===== src/design/bis_pkg.sv =====
// Shared constants, types and helpers of the bilinear image scaler.
// No dependencies; imported by every module of the block except bis_ram.
package bis_pkg;

  localparam int MAX_IN_DIM   = 256;
  localparam int MAX_OUT_DIM  = 4096;
  localparam int FRAC_BITS    = 16;

  localparam int IN_BITS      = $clog2(MAX_IN_DIM);
  localparam int IN_DIM_BITS  = $clog2(MAX_IN_DIM + 1);
  localparam int OUT_DIM_BITS = $clog2(MAX_OUT_DIM + 1);
  localparam int ADDR_BITS    = 2 * IN_BITS;
  localparam int STORE_DEPTH  = MAX_IN_DIM * MAX_IN_DIM;

  localparam int COORD_BITS   = 12;
  localparam int CHAN_BITS    = 8;
  localparam int NUM_CHAN     = 4;
  localparam int PIX_BITS     = NUM_CHAN * CHAN_BITS;
  localparam int CFG_IN_BITS  = 9;
  localparam int CFG_OUT_BITS = 13;
  localparam int CFG_IDX_BITS = 3;
  localparam int CFG_DATA_BITS = 13;

  localparam int QUOT_BITS    = IN_BITS + FRAC_BITS;
  localparam int REM_BITS     = OUT_DIM_BITS + IN_BITS + 1;
  localparam int WGT_BITS     = FRAC_BITS + 1;
  localparam int TOP_BITS     = CHAN_BITS + FRAC_BITS + 1;
  localparam int ACC_BITS     = TOP_BITS + WGT_BITS + 1;

  localparam int QUEUE_DEPTH  = 4;
  localparam int OUT_DEPTH    = 4;

  localparam logic [CHAN_BITS-1:0] CHAN_MAX = 8'hFF;
  localparam logic [WGT_BITS-1:0]  ONE      = WGT_BITS'(1) << FRAC_BITS;

  localparam logic       OP_LOAD    = 1'b0;
  localparam logic       OP_COMPUTE = 1'b1;
  localparam logic [1:0] MODE_RGBA  = 2'd0;

  typedef enum logic [CFG_IDX_BITS-1:0] {
    REG_IN_WIDTH, REG_IN_HEIGHT, REG_OUT_WIDTH, REG_OUT_HEIGHT, REG_MODE
  } reg_idx_t;

  typedef enum logic [1:0] {BK_IDLE, BK_RD1, BK_RD2, BK_RD3} bk_state_t;

  // Clamped, decoded configuration
  typedef struct packed {
    logic [IN_DIM_BITS-1:0]  iw;
    logic [IN_DIM_BITS-1:0]  ih;
    logic [OUT_DIM_BITS-1:0] ow;
    logic [OUT_DIM_BITS-1:0] oh;
    logic                    nearest;
    logic                    alpha_force;
  } cfg_t;

  // Classified command from front to back
  typedef struct packed {
    logic                 is_load;
    logic                 alpha_force;
    logic [IN_BITS-1:0]   x1;
    logic [IN_BITS-1:0]   x2;
    logic [IN_BITS-1:0]   y1;
    logic [IN_BITS-1:0]   y2;
    logic [FRAC_BITS-1:0] fx;
    logic [FRAC_BITS-1:0] fy;
    logic [PIX_BITS-1:0]  pixel;
  } cmd_t;

  function automatic logic [IN_DIM_BITS-1:0] clamp_in(input logic [CFG_IN_BITS-1:0] v);
    logic [IN_DIM_BITS-1:0] r;
    if (v == '0) r = IN_DIM_BITS'(1);
    else if (int'(v) > MAX_IN_DIM) r = IN_DIM_BITS'(MAX_IN_DIM);
    else r = IN_DIM_BITS'(v);
    return r;
  endfunction

  function automatic logic [OUT_DIM_BITS-1:0] clamp_out(input logic [CFG_OUT_BITS-1:0] v);
    logic [OUT_DIM_BITS-1:0] r;
    if (v == '0) r = OUT_DIM_BITS'(1);
    else if (int'(v) > MAX_OUT_DIM) r = OUT_DIM_BITS'(MAX_OUT_DIM);
    else r = OUT_DIM_BITS'(v);
    return r;
  endfunction

endpackage


===== src/design/bis_queue.sv =====
// Short command queue between front and back.
// Uses bis_pkg for the command type and depth.
module bis_queue import bis_pkg::*; (
  input  logic clk,
  input  logic rst,
  input  logic wr,
  input  cmd_t wdata,
  output logic full,
  input  logic rd,
  output logic empty,
  output cmd_t rdata
);

  localparam int PB = $clog2(QUEUE_DEPTH);

  cmd_t          mem [QUEUE_DEPTH];
  logic [PB-1:0] wp, rp;
  logic [PB:0]   count;

  assign full  = (count == (PB+1)'(QUEUE_DEPTH));
  assign empty = (count == '0);
  assign rdata = mem[rp];

  always_ff @(posedge clk) begin
    if (rst) begin
      wp    <= '0;
      rp    <= '0;
      count <= '0;
    end else begin
      if (wr) wp <= wp + PB'(1);
      if (rd) rp <= rp + PB'(1);
      count <= count + (PB+1)'(wr) - (PB+1)'(rd);
    end
  end

  always_ff @(posedge clk) begin
    if (wr) mem[wp] <= wdata;
  end

endmodule


===== config.mk =====
export PLATFORM = sky130hd
export DESIGN_NAME = bis_queue
export DESIGN_NICKNAME = d
export VERILOG_FILES = /design/src/design/bis_pkg.sv /design/src/design/bis_queue.sv
export SDC_FILE = /design/constraint.sdc
export NUM_CORES = 1
export LEC_CHECK = 0
export ABC_AREA = 0
export ABC_CLOCK_PERIOD_IN_PS = 3500
export CAP_MARGIN = 15
export CORE_MARGIN = 2
export CORE_UTILIZATION = 56
export DETAILED_ROUTE_END_ITERATION = 7
export DONT_BUFFER_PORTS = 1
export GPL_TIMING_DRIVEN = 0
export PLACE_DENSITY = 0.77
export RECOVER_POWER = 25
export SYNTH_ARGS = -nofsm -noshare
export SYNTH_HDL_FRONTEND = slang
export SYNTH_SLANG_ARGS = --single-unit

===== constraint.sdc =====
create_clock -name clk -period 3.5 [get_ports clk]
set_clock_uncertainty 0.15 [all_clocks]
set_input_delay 0.7 -clock clk [delete_from_list [all_inputs] [get_ports clk]]
set_output_delay 0.7 -clock clk [all_outputs]
set_load 0.02 [all_outputs]

Word-level counts from Yosys, hierarchy flattened
Memory sizes are Yosys's and may differ from the RTL's. A register that Yosys moved wholly into a read port is not among the register bits.
Cells that the tools add are included.

word-level totals
  flip-flop bits (word level) = 7
  memory bits (writable) = 392
  input port bits = 102
  output and inout port bits = 100
  logic and storage cells = 14
  memories = 1

memory list
  memory  depth  width  rd ports  clocked after Yosys merged registers in  wr ports  RTL line         source
  mem     4      98     1         1                                        1         bis_queue.sv:16  cmd_t mem [QUEUE_DEPTH];

cells by class
  add/subtract/negate cells = 4
  eq/ne operators = 1
  mux-type cells = 4
  reduce and logical (&&, ||, !) cells = 1

operators with widths
  operator             number
  $add 2x1->2 const B  2
  $mux 2               2
  $add 3x1->3          1
  $eq 3x3->1 const B   1
  $logic_not 3->1      1
  $sub 3x1->3          1
  $mux 1               2

Depth between registers and ports, before layout
Gate-level depths: netlist of run 1.

  word-level depth = 3
  gate-level depth with buffers = 7
  mapped depth without buffers = 7

Worst setup path before layout of run 1
Ideal clock, no wire load.

  path type = input port to flip-flop
  start point = in wr
  end point = mem mem[0][0] (netlist bit), enable pin
  arrival = 2964 ps
  path slack = -82 ps
  cell stages on the path = 1
  path buffers = 0
  path through = and2_1

between the ends
  word-level cells in the longest chain between the ends = 2

ends and longest elaborated chain
  element                       RTL line         source
  start: declaration            bis_queue.sv:6   input logic wr,
  $mux 1                        bis_queue.sv:37  if (wr) mem[wp] <= wdata;
  $mux 1 (implied by the code)  bis_queue.sv:37
  end: declaration              bis_queue.sv:16

Every way passes these cells.

==> summary.md, run 1 <==
| Metric | Value |
|---|---|
| Part of the power in registers | 53.4% |
| Cts-stage hold buffer count | 0 |
| Setup slack, reg-to-reg | 1.40 ns |
| Post-synth EDFFs | 392 |
| CTS Buffer Depth | 3 |
| Mapped Nets | 663 |
| Worst Tran Pin Value | 0.7987 ns |
| Net Sw Frac | 21.43% |
| Synthesized area | 14560 µm² |
| P&R area growth vs syn | 12.17% |
| Seq/Total Area, Yosys | 82.11% |
| Worst-path clk slew | 0.06 ns |
| Final hold vios | 0 |
| Setup ws final | 0.5059 ns |
| Most frequent cell after synthesis | edfxtp_1 |
| Synth Area in XOR/XNOR | 0.2837% |
| Switch Pwr | 2.238 mW |
| Initial Utilization | 56.50% |
| Pre-CTS setup slack | 0.9800 ns |
| CP Class | reg -> out |
| CTS Buf Count | 39 |
| Slew HR | 46.75% |
| Synth Area in Adders | 0.6533% |
| Top cells by area, synth | edfxtp_1 81%, mux4_2 15%, dfxtp_1 1.2% |
| Fmax | 0.3340 GHz |
| Antenna diodes | 0 |
| Slew Viols, Final | 0 |
| Via Count | 5751 |
| Pwr Total | 10.44 mW |
| WP data arrival | 2.14 ns |
| Ys flop type | edfxtp_1 |
| First-pass GRT wire length | 36150 µm |
| Die ar. | 27300 µm² |
| Synth top cells by count | 392 x edfxtp_1, 98 x mux4_2, 11 x buf_2 |
| Vias in the first global route | 6140 |
| GP Congestion | 0.7292 |
| Initial antenna violation count | 0 |
| WL met2 | 12480 µm |
| Clk sink count | 401 |
| CP dominant cell by count | buf_2 |
| All-Layer GR Usage | 17.91% |
| Pre-antenna DRT Iters | 4 |
| Worst Hold Class | in -> reg |
| Area share of the largest cell type after synthesis | 80.87% |
| Leak Pwr | 5.091 nW |
| Simple-gate portion of the synthesized area | 0.5158% |
| H-tree depth | 2 |
| Pwr/cell area | 639.6 nW/µm² |
| Routed Antenna Nets | 0 |
| CP Max Fanout | 10 |
| Endpoint class of the critical path | output port |
| Ports | 202 |
| WL/cell | 25.34 µm |
| 1st-iter DRT viols | 523 |
| Post_cts resized | 0 |
| CTS tree | built |
| Cell taking the most area after synthesis | edfxtp_1 |
| Clock share of power | 37.9% |
| Mapped Cells | 554 |
| Post-DP HPWL | 15250 µm |
| Post-synthesis mux area share | 15.23% |
| Setup_tns | 0 ns |
| Die Span X | 165.2 µm |
| Yosys cell types | 21 |
| #FFs+latches synth | 401 |
| Clock Latency Late Sink | 0.50 ns |
| Setup violations, final | 0 |
| Post-route DRC | 0 |
| Congestion Overflow GR | 0 |
| CP cell instances | buf_2 -> buf_2 -> buf_2 -> mux4_2 |
| Status | finished clean |
| Main combinational cell family by area after synthesis | multiplexers |
| DRT met1 WL | 9146 µm |
| Via/cell ratio | 5.984 |
| Crit path required time | 2.65 ns |
| Top Layer Used | met4 |
| Async SR Flop Fraction | 0% |
| Routed wire length | 24350 µm |
| Avg Cell Area, Syn | 26.27 µm² |
| Share of cells above drive strength 1 | 28.12% |
| Post-CTS Repair Setup Buffers | 0 |
| Worst setup SP type | register |
| YS warnings | 0 |
| Placeable core area | 25760 µm² |
| Internal Pwr Total | 8.205 mW |
| Met3 WL | 2318 µm |
| Max Cap Viol | 0 |
| Final Critical Period | 2.994 ns |
| Port bufs | 0 |
| Root Driver | clkbuf_16 |
| Period Utilization, post-route | 85.55% |
| Gate power share | 8.7% |
| Largest net degree at the start of global routing | 54 |
| Compound-Gate Fraction of Synth Area | 0.1032% |
| Row count | 59 |
| RSZ-0062 raised after global routing | no |
| Worst path max stage delay | 0.44 ns |
| Slowest CP cell | mux4_2 |
| Worst vdd ir | 0.4899 mV |
| Chip Height | 165.2 µm |
| NumNets Final | 708 |
-- cell type report --
cell class / count / area, µm²
sequential: 401 / 11950
multi-input combinational: 125 / 2454
timing repair buffer: 4 / 110.1
tap: 335 / 419.2
inverter: 6 / 22.52
clock buffer: 51 / 1095
buffer: 22 / 137.6
fill: 1640 / 9437
clock inverter: 17 / 137.6
-- worst max-delay path: cells and delay by family (launching register included) --
family                 cells  cell delay, ns
muxes                      1            0.44
buffers and inverters      3            0.90
DFF                        1            0.30
-- power by group through the flow --
stage                     sequential [mW]  combinational (mW)  clock, mW
final                                5.58               0.904       3.96
after global routing                 5.59               0.965       4.25
after CTS                            5.58               0.928       4.05
after detailed placement             5.68               0.926          0
after global placement               5.68               0.892          0
after floorplan                      5.66               0.745          0
-- per-stage QoR --
| step | hold WS [ns] | instances | instance area (µm²) | util (%) |
|---|---|---|---|---|
| after floorplan | 0.3418 | 554 | 14560 | - |
| after global placement | 0.3563 | 889 | 14980 | 58.14 |
| after detailed placement | 0.3831 | 893 | 15090 | 58.59 |
| after CTS | 0.08991 | 961 | 16330 | 63.37 |
| after global routing | 0.09031 | 961 | 16330 | 63.37 |
| final | 0.1108 | 961 | 16330 | 63.37 |
-- kinds of logic (layout without fill, tap and decap cells) --
logic type | count (synthesis) | count (layout)
AND/OR/NAND/NOR | 14 | 14
AO/OA/AOI/OAI | 2 | 2
flip-flops | 401 | 401
XOR/XNOR | 3 | 3
adder cells (fa/ha/maj) | 7 | 7
buffers and inverters | 28 | 100
multiplexers | 99 | 99
-- metal layers --
layer | up-vias | track usage, %
li1 | 2476 | -
met1 | 3036 | 22.60
met2 | 202 | 29.64
met3 | 37 | 6.768
met4 | 0 | 4.585
met5 | - | 0
-- path summary, 6_finish.rpt --
| path | start | depth (start not counted) | endpoint |
|---|---|---|---|
| worst max-delay path | register | 4 | rdata[89] |
| worst min-delay path | rst | 1 | count[0]$_SDFF_PP0_ |
| worst max register to register | wp[0]$_SDFFE_PP0P_ | 3 | mem[3][96]$_DFFE_PP_ |
| worst min register to register | rp[1]$_SDFFE_PP0P_ | 2 | register |
-- state kept, by name, indices dropped and copies added (netlist names), named ones only --
signal / flops
count: 3
wp: 2
mem: 392
rp: 2
-- placed cells by master, fill, tap and decap left out, drive strengths merged --
| cell type | instances |
|---|---|
| a21bo | 1 |
| a21oi | 1 |
| and2 | 4 |
| and3 | 1 |
| buf | 19 |
| bufinv | 2 |
| clkbuf | 58 |
| clkinv | 14 |
| clkinvlp | 1 |
| dfxtp | 9 |
| edfxtp | 392 |
| fa | 1 |
| ha | 6 |
| inv | 6 |
| mux2i | 1 |
| mux4 | 98 |
| nand3b | 1 |
| nor2 | 5 |
| nor2b | 2 |
| nor3 | 1 |
| xnor2 | 2 |
| xor3 | 1 |
Note: power is estimated with default switching activity, not from simulation.
==> inputs of run 2 (changes only) <==
- MAX_ROUTING_LAYER: default -> met4
==> run 2 against run 1 <==
  * Combinational power is essentially flat
  * Sequential share of layout area is the same
  * Critical path depth is the same
  * Global-route usage grew 0.55 points
  * Hold slack gained 0.00092 ns
  * Register-to-register slack is essentially flat
  * Routed wire length shrank 0.16%
  * Utilization is the same
  * Critical path type unchanged
  * Largest cell class unchanged
==> summary.md, run 2 (synthesis results as in run 1) <==
| Metric | Value |
|---|---|
| Chip Height | 165.2 µm |
| Fmax | 0.3335 GHz |
| Leak Pwr | 5.091 nW |
| Met2 usage | 29.68% |
| Die Span X | 165.2 µm |
| GRT Max-Usage Layer | met2 |
| Port bufs | 0 |
| NumNets Final | 708 |
| Die ar. | 27300 µm² |
| Final core occ | 63.37% |
| Congestion Overflow GR | 0 |
| Crit path required time | 2.65 ns |
| CP cell instances | buf_2 -> buf_2 -> buf_2 -> mux4_2 |
| CP Class | reg -> out |
| Worst path max stage delay | 0.44 ns |
| CP Max Fanout | 10 |
| Post-route DRC | 0 |
| Vias in the first global route | 6122 |
| Global Route met3 Usage | 7.018% |
| Slowest CP cell | mux4_2 |
| Worst Hold Class | in -> reg |
| Worst Tran Pin Value | 0.7975 ns |
| CTS tree | built |
| Slew Viols, Final | 0 |
| Routed Antenna Nets | 0 |
| Endpoint class of the critical path | output port |
| Most frequent cells in the layout | 392 x edfxtp_1, 98 x mux4_2, 42 x clkbuf_16, 15 x clkbuf_1, 11 x buf_2 |
| P&R area growth vs syn | 12.17% |
| All-Layer GR Usage | 18.46% |
| CTS Buf Count | 39 |
| Cts-stage hold buffer count | 0 |
| Clk sink count | 401 |
| Share of cells above drive strength 1 | 28.12% |
| WP data arrival | 2.15 ns |
| Hold Crit Start | rst |
| H-tree depth | 2 |
| 1st-iter DRT viols | 510 |
| Root Driver | clkbuf_16 |
| Met1 usage | 22.40% |
| Post-DP HPWL | 15250 µm |
| Pwr/cell area | 639.9 nW/µm² |
| Via/cell ratio | 6.000 |
| Setup violations, final | 0 |
| Max Cap Viol | 0 |
| CTS Buffer Depth | 3 |
| RSZ-0062 raised after global routing | no |
| Antenna diodes | 0 |
| Row count | 59 |
| Post-CTS Repair Setup Buffers | 0 |
| WL/cell | 25.30 µm |
| Buf/Inv on CP | 3 |
| First-pass GRT wire length | 36090 µm |
| Worst setup SP type | register |
| Leading cell type in the layout, fill and taps excluded | edfxtp_1 |
| CP dominant cell by count | buf_2 |
| Placeable core area | 25760 µm² |
| GP Congestion | 0.7379 |
| Design area | 16330 µm² |
| Worst vdd ir | 0.4885 mV |
| Via Count | 5766 |
| Delay-heaviest family, CP | buffers and inverters |
| Largest net degree at the start of global routing | 54 |
| Clock Latency Late Sink | 0.50 ns |
| Register with the most flip-flops | mem |
| Post_cts resized | 0 |
| Ports | 202 |
| Slew HR | 46.83% |
| Period Utilization, post-route | 85.66% |
| Worst-path clk slew | 0.06 ns |
| Number of fill cells in the layout | 1640 |
| Initial Utilization | 56.50% |
| DP Area | 15090 µm² |
| Start of the worst register-to-register path | wp[0]$_SDFFE_PP0P_ |
| Setup_tns | 0 ns |
| Max reg flops | 392 |
| Routed wire length | 24310 µm |
| Final hold vios | 0 |
| Largest regs | mem: 392 flops, count: 3 flops |
| Pre-antenna DRT Iters | 4 |
| Status | finished clean |
| Final Critical Period | 2.998 ns |
| Initial antenna violation count | 0 |
-- run 2: cell counts in the layout (fill, tap and decap cells not counted) --
No cell type changed its count.
-- run 2: area by class of cell --
class	instances	area, µm²	share of cell area [%]
flip-flops and latches	401	11950	73.20
multi-input cells	125	2454	15.03
clock buffers	51	1095	6.705
well taps	335	419.2	2.567
clock inverters	17	137.6	0.8430
plain buffers	22	137.6	0.8430
repair buffers	4	110.1	0.6744
inverters	6	22.52	0.1379
-- run 2: worst paths after layout --
path / end / cells past startpoint / slack, ns
max: rdata[89] / 4 / 0.50
max reg2reg: mem[3][96]$_DFFE_PP_ / 3 / 1.39
min: count[0]$_SDFF_PP0_ / 1 / 0.11
min reg2reg: register / 2 / 0.40
-- run 2: through the flow --
stage	worst slack, ns	power (mW)	hold slack, ns	std cells
5_1_grt	0.3699	10.81	0.09030	961
2_1_floorplan	0.9958	6.409	0.3418	554
6_report	0.5018	10.45	0.1117	961
3_3_place_gp	0.2222	6.568	0.3563	889
3_5_place_dp	0.9800	6.607	0.3831	893
4_1_cts	0.4347	10.56	0.08991	961
-- run 2: where the power goes --
part | leakage, nW | internal [mW] | switching, mW
Combinational | 0.812 | 0.333 | 0.572
Sequential | 3.67 | 5.52 | 0.0544
Clock | 0.604 | 2.35 | 1.62
Total | 5.09 | 8.21 | 2.24
-- run 2: routing by layer --
| metal | vias to the layer above | wire (µm) |
|---|---|---|
| met5 | - | 0 |
| met4 | 0 | 437 |
| met3 | 38 | 2333 |
| met2 | 199 | 12470 |
| met1 | 3054 | 9073 |
| li1 | 2475 | - |
