<file path="src/design/bis_pkg.sv">
// Shared constants, types and helpers of the bilinear image scaler.
// No dependencies; imported by every module of the block except bis_ram.
package bis_pkg;

  localparam int MAX_IN_DIM   = 256;
  localparam int MAX_OUT_DIM  = 4096;
  localparam int FRAC_BITS    = 16;

  localparam int IN_BITS      = $clog2(MAX_IN_DIM);
  localparam int IN_DIM_BITS  = $clog2(MAX_IN_DIM + 1);
  localparam int OUT_DIM_BITS = $clog2(MAX_OUT_DIM + 1);
  localparam int ADDR_BITS    = 2 * IN_BITS;
  localparam int STORE_DEPTH  = MAX_IN_DIM * MAX_IN_DIM;

  localparam int COORD_BITS   = 12;
  localparam int CHAN_BITS    = 8;
  localparam int NUM_CHAN     = 4;
  localparam int PIX_BITS     = NUM_CHAN * CHAN_BITS;
  localparam int CFG_IN_BITS  = 9;
  localparam int CFG_OUT_BITS = 13;
  localparam int CFG_IDX_BITS = 3;
  localparam int CFG_DATA_BITS = 13;

  localparam int QUOT_BITS    = IN_BITS + FRAC_BITS;
  localparam int REM_BITS     = OUT_DIM_BITS + IN_BITS + 1;
  localparam int WGT_BITS     = FRAC_BITS + 1;
  localparam int TOP_BITS     = CHAN_BITS + FRAC_BITS + 1;
  localparam int ACC_BITS     = TOP_BITS + WGT_BITS + 1;

  localparam int QUEUE_DEPTH  = 4;
  localparam int OUT_DEPTH    = 4;

  localparam logic [CHAN_BITS-1:0] CHAN_MAX = 8'hFF;
  localparam logic [WGT_BITS-1:0]  ONE      = WGT_BITS'(1) << FRAC_BITS;

  localparam logic       OP_LOAD    = 1'b0;
  localparam logic       OP_COMPUTE = 1'b1;
  localparam logic [1:0] MODE_RGBA  = 2'd0;

  typedef enum logic [CFG_IDX_BITS-1:0] {
    REG_IN_WIDTH, REG_IN_HEIGHT, REG_OUT_WIDTH, REG_OUT_HEIGHT, REG_MODE
  } reg_idx_t;

  typedef enum logic [1:0] {BK_IDLE, BK_RD1, BK_RD2, BK_RD3} bk_state_t;

  // Clamped, decoded configuration
  typedef struct packed {
    logic [IN_DIM_BITS-1:0]  iw;
    logic [IN_DIM_BITS-1:0]  ih;
    logic [OUT_DIM_BITS-1:0] ow;
    logic [OUT_DIM_BITS-1:0] oh;
    logic                    nearest;
    logic                    alpha_force;
  } cfg_t;

  // Classified command from front to back
  typedef struct packed {
    logic                 is_load;
    logic                 alpha_force;
    logic [IN_BITS-1:0]   x1;
    logic [IN_BITS-1:0]   x2;
    logic [IN_BITS-1:0]   y1;
    logic [IN_BITS-1:0]   y2;
    logic [FRAC_BITS-1:0] fx;
    logic [FRAC_BITS-1:0] fy;
    logic [PIX_BITS-1:0]  pixel;
  } cmd_t;

  function automatic logic [IN_DIM_BITS-1:0] clamp_in(input logic [CFG_IN_BITS-1:0] v);
    logic [IN_DIM_BITS-1:0] r;
    if (v == '0) r = IN_DIM_BITS'(1);
    else if (int'(v) > MAX_IN_DIM) r = IN_DIM_BITS'(MAX_IN_DIM);
    else r = IN_DIM_BITS'(v);
    return r;
  endfunction

  function automatic logic [OUT_DIM_BITS-1:0] clamp_out(input logic [CFG_OUT_BITS-1:0] v);
    logic [OUT_DIM_BITS-1:0] r;
    if (v == '0) r = OUT_DIM_BITS'(1);
    else if (int'(v) > MAX_OUT_DIM) r = OUT_DIM_BITS'(MAX_OUT_DIM);
    else r = OUT_DIM_BITS'(v);
    return r;
  endfunction

endpackage

</file>
<file path="src/design/bis_front.sv">
// Front end: accepts items, drops out-of-range loads, maps output coordinates
// to source positions through a one-bit-per-stage divider. Uses bis_pkg.
module bis_front import bis_pkg::*; (
  input  logic                  clk,
  input  logic                  rst,
  input  cfg_t                  cfg,
  input  logic                  in_valid,
  output logic                  in_ready,
  input  logic                  in_op,
  input  logic [COORD_BITS-1:0] in_col,
  input  logic [COORD_BITS-1:0] in_row,
  input  logic [PIX_BITS-1:0]   in_pixel,
  input  logic                  q_full,
  output logic                  q_wr,
  output cmd_t                  q_data
);

  localparam int L = QUOT_BITS;

  logic                  vld    [0:L];
  logic                  isld   [0:L];
  logic                  sat_x  [0:L];
  logic                  sat_y  [0:L];
  logic [REM_BITS-1:0]   rx     [0:L];
  logic [REM_BITS-1:0]   ry     [0:L];
  logic [QUOT_BITS-1:0]  qx     [0:L];
  logic [QUOT_BITS-1:0]  qy     [0:L];
  logic [IN_BITS-1:0]    lcol   [0:L];
  logic [IN_BITS-1:0]    lrow   [0:L];
  logic [PIX_BITS-1:0]   pix    [0:L];

  logic [REM_BITS-1:0]   rx_next [1:L];
  logic [REM_BITS-1:0]   ry_next [1:L];
  logic [QUOT_BITS-1:0]  qx_next [1:L];
  logic [QUOT_BITS-1:0]  qy_next [1:L];

  logic                  adv;
  logic [IN_BITS-1:0]    wm1, hm1;
  logic [REM_BITS-1:0]   dvx, dvy;
  logic                  keep;

  assign wm1 = IN_BITS'(cfg.iw - IN_DIM_BITS'(1));
  assign hm1 = IN_BITS'(cfg.ih - IN_DIM_BITS'(1));
  assign dvx = REM_BITS'(cfg.ow) << IN_BITS;
  assign dvy = REM_BITS'(cfg.oh) << IN_BITS;

  assign adv      = !(vld[L] && q_full);
  assign in_ready = adv;
  assign q_wr     = vld[L] && !q_full;
  assign keep     = (in_op == OP_COMPUTE) ||
                    ((in_col < COORD_BITS'(cfg.iw)) && (in_row < COORD_BITS'(cfg.ih)));

  // One restoring-division step per stage and axis
  always_comb begin
    logic [REM_BITS-1:0] shx, shy;
    logic                gx, gy;
    for (int k = 1; k <= L; k++) begin
      shx = {rx[k-1][REM_BITS-2:0], 1'b0};
      shy = {ry[k-1][REM_BITS-2:0], 1'b0};
      gx  = shx >= dvx;
      gy  = shy >= dvy;
      rx_next[k] = gx ? shx - dvx : shx;
      ry_next[k] = gy ? shy - dvy : shy;
      qx_next[k] = {qx[k-1][QUOT_BITS-2:0], gx};
      qy_next[k] = {qy[k-1][QUOT_BITS-2:0], gy};
    end
  end

  always_ff @(posedge clk) begin
    if (rst) begin
      for (int k = 0; k <= L; k++) vld[k] <= 1'b0;
    end else if (adv) begin
      vld[0] <= in_valid && keep;
      for (int k = 1; k <= L; k++) vld[k] <= vld[k-1];
    end
  end

  always_ff @(posedge clk) begin
    if (adv) begin
      isld[0]  <= (in_op == OP_LOAD);
      sat_x[0] <= (OUT_DIM_BITS'(in_col) >= cfg.ow) || (wm1 == '0);
      sat_y[0] <= (OUT_DIM_BITS'(in_row) >= cfg.oh) || (hm1 == '0);
      rx[0]    <= REM_BITS'(REM_BITS'(in_col) * REM_BITS'(wm1));
      ry[0]    <= REM_BITS'(REM_BITS'(in_row) * REM_BITS'(hm1));
      qx[0]    <= '0;
      qy[0]    <= '0;
      lcol[0]  <= in_col[IN_BITS-1:0];
      lrow[0]  <= in_row[IN_BITS-1:0];
      pix[0]   <= in_pixel;
      for (int k = 1; k <= L; k++) begin
        isld[k]  <= isld[k-1];
        sat_x[k] <= sat_x[k-1];
        sat_y[k] <= sat_y[k-1];
        rx[k]    <= rx_next[k];
        ry[k]    <= ry_next[k];
        qx[k]    <= qx_next[k];
        qy[k]    <= qy_next[k];
        lcol[k]  <= lcol[k-1];
        lrow[k]  <= lrow[k-1];
        pix[k]   <= pix[k-1];
      end
    end
  end

  // Saturate at the last source index, take neighbours, zero weights for nearest; loads keep their coordinates
  always_comb begin
    logic [IN_BITS-1:0] x1, y1;
    x1 = sat_x[L] ? wm1 : qx[L][QUOT_BITS-1:FRAC_BITS];
    y1 = sat_y[L] ? hm1 : qy[L][QUOT_BITS-1:FRAC_BITS];
    q_data.is_load     = isld[L];
    q_data.alpha_force = cfg.alpha_force;
    q_data.pixel       = pix[L];
    if (isld[L]) begin
      q_data.x1 = lcol[L];
      q_data.x2 = lcol[L];
      q_data.y1 = lrow[L];
      q_data.y2 = lrow[L];
      q_data.fx = '0;
      q_data.fy = '0;
    end else begin
      q_data.x1 = x1;
      q_data.y1 = y1;
      q_data.x2 = sat_x[L] ? x1 : x1 + IN_BITS'(1);
      q_data.y2 = sat_y[L] ? y1 : y1 + IN_BITS'(1);
      q_data.fx = (sat_x[L] || cfg.nearest) ? '0 : qx[L][FRAC_BITS-1:0];
      q_data.fy = (sat_y[L] || cfg.nearest) ? '0 : qy[L][FRAC_BITS-1:0];
    end
  end

endmodule

</file>
<file path="config.mk">
export PLATFORM = sky130hd
export DESIGN_NAME = bis_front
export DESIGN_NICKNAME = d
export VERILOG_FILES = /design/src/design/bis_pkg.sv /design/src/design/bis_front.sv
export SDC_FILE = /design/constraint.sdc
export NUM_CORES = 2
export LEC_CHECK = 0
export BUFFER_PORTS_ARGS = -buffer_cell sky130_fd_sc_hd__buf_4
export CAP_MARGIN = 10
export CORE_AREA = 10 10 479 481
export DETAILED_ROUTE_END_ITERATION = 10
export DIE_AREA = 0 0 489 491
export HOLD_SLACK_MARGIN = 0.05
export MAX_ROUTING_LAYER = met4
export PLACE_DENSITY_LB_ADDON = 0.25
export RECOVER_POWER = 50
export SYNTH_ARGS = -nofsm -noshare
export SYNTH_HDL_FRONTEND = slang
export SYNTH_SLANG_ARGS = --single-unit
</file>
<file path="constraint.sdc">
create_clock -name clk -period 117.4 [get_ports clk]
set_input_delay 23.48 -clock clk [delete_from_list [all_inputs] [get_ports clk]]
set_output_delay 23.48 -clock clk [all_outputs]
set_load 0.05 [all_outputs]
</file>
* Yosys cells after proc, flatten, opt, wreduce, memory -nomap -nowiden
Memory sizes are Yosys's and may differ from the RTL's. Cells that the tools add are included. Widths: inputs -> output; s select.
Word-level totals: bits in registers 0, RAM bits 3600, bits of input ports 107, output and inout bits 100, memories kept 11
Operators by class: add/subtract/negate cells 52, multiply operators 2, magnitude comparators 52, muxes and demuxes 85, bitwise logic cells 26, reduce and logical (&&, ||, !) cells 13
Memories:
- pix | depth 25, width 32, rd ports 25, clocked after Yosys merged registers in 0, write ports 25, line bis_front.sv:30 | logic [PIX_BITS-1:0] pix [0:L];
- qx | depth 25, width 24, rd ports 25, clocked after Yosys merged registers in 0, write ports 25, line bis_front.sv:26 | logic [QUOT_BITS-1:0] qx [0:L];
- qy | depth 25, width 24, rd ports 25, clocked after Yosys merged registers in 0, write ports 25, line bis_front.sv:27 | logic [QUOT_BITS-1:0] qy [0:L];
- rx | depth 25, width 22, rd ports 24, clocked after Yosys merged registers in 0, write ports 25, line bis_front.sv:24 | logic [REM_BITS-1:0] rx [0:L];
- ry | depth 25, width 22, rd ports 24, clocked after Yosys merged registers in 0, write ports 25, line bis_front.sv:25 | logic [REM_BITS-1:0] ry [0:L];
- lcol | depth 25, width 8, rd ports 25, clocked after Yosys merged registers in 0, write ports 25, line bis_front.sv:28 | logic [IN_BITS-1:0] lcol [0:L];
- +5 memories
Operators by type and width (number):
- $ge 22x21->1 | 48
- $mux 22 | 48
- $sub 22x21->22 | 48
- $mux 64 | 1
- $mul 12x8->20 | 2
- $mux 16 | 2
- $mux 8 | 4
- $mux 1 | 30
- $ge 12x13->1 | 2
- $or 1x1->1 | 25
- $lt 12x9->1 | 2
- $add 8x1->8 const B | 2
- $logic_not 8->1 | 2
- $sub 8x1->8 const B | 2
- $logic_or 1x1->1 | 5
- $logic_and 1x1->1 | 4
- $logic_not 1->1 | 2
- $not 1->1 | 1

* Logic depth before layout (Yosys ltp)
An unclocked memory read counts as a cell.
depth after elaboration 6, gate-level depth with buffers 23, gate-level depth less buffers 21

* Worst setup path after synthesis
OpenSTA, ideal clock, no wires.
path type input -> output, start in q_full, end out in_ready, data arrival time 77.612 ns, required time 93.920 ns, slack 16.308 ns, stages on the path 1, path buffers 0, cells stage by stage nand2_1
On the way: word-level cells in the longest chain between the ends 2
RTL lines:
- start, declared | line bis_front.sv:13 | input logic q_full,
- $logic_and 1x1->1 | line bis_front.sv:47 | assign adv = !(vld[L] && q_full);
- $logic_not 1->1 | line bis_front.sv:47
- end, declared | line bis_front.sv:8 | output logic in_ready,
No other way between the ends.

==> metrics <==
result of the run finished, violations left; violated checks max-capacitance violations, max-slew violations; root buffer cell sky130_fd_sc_hd__clkbuf_16; clock network power share 0.234; final cell count without fillers between 10000 and 15000; total congestion overflow after global routing 0; largest stage delay on the critical path 0.83 ns; Layout Nets 9909; maximum net fanout on the critical path 15; clock period minus worst slack 50.72 ns; count of endpoints failing setup in the final report 0; vias per inst 5.76; relative contribution of sequential cells to total power 0.410; endpoint kind of the worst setup timing path output pin; vias in the first global route about 68000; CTS H-tree lvls 5; synthesized netlist net count 9438; path length in cells of the critical path 12; Detail Route Antenna Nets 0; max-capacitance violation count 9; worst endpoint required time roughly 94 ns; core utilization of the finished layout 0.613; routability cong. around 0.9; Worst path slowest cell sky130_fd_sc_hd__clkbuf_1; Seq cells post-synth 2594; detailed placement HPWL 150000 um; floorplan die width roughly 490 um; count of synthesis-stage warnings from yosys 0; post-route standard cell area excluding fillers 134000 sq um; arithmetic-cell share of the synthesized area counting full adders, half adders and majority gates 0.105; TritonCTS clock tree done; die footprint 240000 sq um; layout cell share with drive strength beyond 1 0.105; Site Rows ~170; worst hold stages 0; first-pass GRT wire length approximately 370000 um; cells on worst reg2reg path 5; number of detailed-routing iterations run before antenna repair 8; critical path buffer and inverter count 4; main combinational cell family by area after synthesis adder cells; largest net degree at the start of global routing 220; Port-buffer cells 204; RSZ-0062 raised after global routing no; worst slew pin tran 10.48 ns; net switching power of the design 1.17 mW; Post-Synth Simple-Gate Area 0.0844; total length of routed wires roughly 230000 um; share of the clock period used by the worst path after layout 0.432; detailed-routed wire length on met3 11400 um; distinct cell type count of the synthesized netlist 89; setup bufs post-CTS 0; CP delay by family, top buffers and inverters; switching share of power 0.322; instance area at placement 126000 sq um; min-delay worst type reg -> reg; VDD IR max around 14 uV; layout-stage area growth over the synthesis result 11.7%; number of instances in the placed design 11500; Vias 68900; Internal Pwr Total 2.46 mW; hold buffer count at cts 0; Setup TNS 0 ns; DRC violation count after routing 0; count of flip-flops with a built-in enable after synthesis roughly 2600; clock skew after layout between 0.05 and 0.06 ns; Pleak about 52 nW; post-synthesis cell area 120000 sq um; maximum operating frequency 19.7 MHz; Power per Cell Area 27.0 nW/um^2; Fillers roughly 16000; average cell area after synthesis 14.3 sq um; clock-pin slew of the registers on the worst-case setup and hold paths roughly 0.06 ns; worst path cell trace buf_4, clkinv_1, ha_1, clkbuf_1, o21ai_0, ha_1, and3_1, nand3_1, xnor2_1, o21ai_0, nand2_1, buf_4; Post-Synth XOR/XNOR Area 0.0279; length of routed met2 wiring 110000 um; multiplexer area fraction after synthesis 0.0299; Final Slew Violations 848; Clock Sink Count 2594; final hold violation count 0; detailed-route wire length on metal 1 106000 um; Routed WL per cell roughly 20 um; part of the total power dissipated in combinational logic 0.356; element type at the critical path start input port; async set or reset register ratio after synthesis 0; area of the core 219000 sq um; buffer levels on the longest clock path 4; vertical die dimension 491 um; fraction of the mapped netlist area in compound gates 0.0890; worst setup path category in -> out; post-synthesis sequential area ratio 0.647; source-to-sink clock delay at the later pin of the worst-skew pair about 0.91 ns; worst max-slew margin expressed relative to the limit -5.99; I/O pin count 207; antenna violations before repair 4; post-cts gate resize count 0; highest metal layer with signal wires met4; most used flip-flop cell after synthesis sky130_fd_sc_hd__edfxtp_1; WP data arrival 27.24 ns; combined global-route utilization of all metal layers 0.197; gate count after technology mapping roughly 8400; Initial Utilization 0.549; CTS Buf Count about 290; violation count after the first detailed-route iteration around 5400
## synth_stat cells (all sizes together) (60+ instances only)
library cell  instances  share of area
nor3                138         0.0057
o21ai               465          0.019
nand2               399          0.012
nand2b              169         0.0088
a21oi               481          0.020
xor2                143          0.010
inv                 380          0.012
nand3               106         0.0044
ha                  748          0.078
a21o                114         0.0071
fa                  166          0.028
mux2                264          0.025
o21a                131         0.0082
xnor2               241          0.018
a211oi               92         0.0057
and2                 95         0.0049
edfxtp             2594           0.65
mux2i                60         0.0050
nor2b               213          0.011
clkbuf               94         0.0029
nand4                91         0.0047
nor2                529          0.017
a31oi                61         0.0032
## worst paths after layout
check / to / start / slack, ns
setup / recovery: q_data[86] / cfg[37] / 66.68
setup reg to reg: qx[1][156] / vld[1][8] / 103.23
hold / removal: pix[1][169] / pix[1][137] / 0.38
hold reg to reg: pix[1][169] / pix[1][137] / 0.38
## layout make-up
cell class / instances / area (sq um) / share of cell area
timing repair buffer: 301 / 2040 / 0.0152
antenna: 3 / 7.51 / 0.0000559
sequential: 2594 / 77900 / 0.580
clock buffer: 338 / 7500 / 0.0558
inverter: 385 / 1450 / 0.0108
multi-input combinational: 5320 / 40600 / 0.302
tap: 2871 / 3590 / 0.0267
clock inverter: 144 / 1330 / 0.00987
## cells by family (layout without fill, tap and decap cells)
family                   after synthesis  after routing
XOR/XNOR                             384            384
other                                  0              3
AO/OA/AOI/OAI                       1698           1698
AND/OR/NAND/NOR                     2000           2000
flip-flops                          2594           2594
adder cells (fa/ha/maj)              914            914
multiplexers                         324            324
buffers and inverters                503           1168
## state kept, by name (all words and copies together) (netlist names)
| signal | flops |
|---|---|
| lrow | 200 |
| rx | 347 |
| sat_x | 25 |
| ry | 347 |
| vld | 25 |
| isld | 25 |
| qx | 300 |
| qy | 300 |
| sat_y | 25 |
| pix | 800 |
| lcol | 200 |
## placed cells by master (no fill, tap or decap), types with 40 or more instances in the layout
cell type | Yosys | routed
sky130_fd_sc_hd__edfxtp_1 | 2594 | 2594
sky130_fd_sc_hd__ha_1 | 748 | 748
sky130_fd_sc_hd__nor2_1 | 529 | 529
sky130_fd_sc_hd__a21oi_1 | 481 | 481
sky130_fd_sc_hd__o21ai_0 | 455 | 453
sky130_fd_sc_hd__nand2_1 | 399 | 399
sky130_fd_sc_hd__inv_1 | 380 | 379
sky130_fd_sc_hd__clkbuf_16 | 0 | 293
sky130_fd_sc_hd__mux2_2 | 257 | 257
sky130_fd_sc_hd__xnor2_1 | 241 | 239
sky130_fd_sc_hd__nor2b_1 | 212 | 212
sky130_fd_sc_hd__buf_4 | 3 | 206
sky130_fd_sc_hd__nand2b_1 | 169 | 169
sky130_fd_sc_hd__fa_1 | 166 | 166
sky130_fd_sc_hd__xor2_1 | 143 | 143
sky130_fd_sc_hd__nor3_1 | 138 | 136
sky130_fd_sc_hd__o21a_1 | 131 | 131
sky130_fd_sc_hd__a21o_1 | 114 | 114
sky130_fd_sc_hd__clkbuf_1 | 94 | 109
sky130_fd_sc_hd__nand3_1 | 106 | 106
sky130_fd_sc_hd__a211oi_1 | 92 | 92
sky130_fd_sc_hd__nand4_1 | 91 | 91
sky130_fd_sc_hd__and2_1 | 95 | 80
sky130_fd_sc_hd__a31oi_1 | 61 | 61
sky130_fd_sc_hd__mux2i_1 | 60 | 60
sky130_fd_sc_hd__and3_1 | 55 | 55
sky130_fd_sc_hd__clkinv_1 | 5 | 55
sky130_fd_sc_hd__o31ai_1 | 54 | 53
sky130_fd_sc_hd__o31a_1 | 50 | 50
sky130_fd_sc_hd__nor4_1 | 45 | 45
sky130_fd_sc_hd__clkinv_2 | 0 | 43
sky130_fd_sc_hd__o211ai_1 | 40 | 40
## per-stage QoR
step / setup WS (ns) / total power [mW] / hold slack, ns
after global placement: 67.32 / 2.73 / 0.400
after floorplan: 16.31 / 2.46 / 0.400
final: 66.68 / 3.63 / 0.375
after detailed placement: 67.35 / 2.77 / 0.405
after CTS: 67.32 / 3.64 / 0.370
after global routing: 66.44 / 3.86 / 0.376
## per-layer routing
metal	GRT usage	vias to the layer above
li1	-	33000
met3	0.0322	540
met2	0.308	1669
met4	0.0619	0
met5	-	-
met1	0.266	33700
## power groups by stage
| stage | Sequential, mW | Combinational [mW] | Clock (mW) |
|---|---|---|---|
| 2_1_floorplan | 1.45 | 1.01 | 0 |
| 3_3_place_gp | 1.49 | 1.23 | 0 |
| 3_5_place_dp | 1.50 | 1.27 | 0 |
| 4_1_cts | 1.49 | 1.28 | 0.873 |
| 5_1_grt | 1.51 | 1.44 | 0.910 |
| 6_report | 1.49 | 1.29 | 0.848 |
Note: power is estimated with default switching activity, not from simulation.
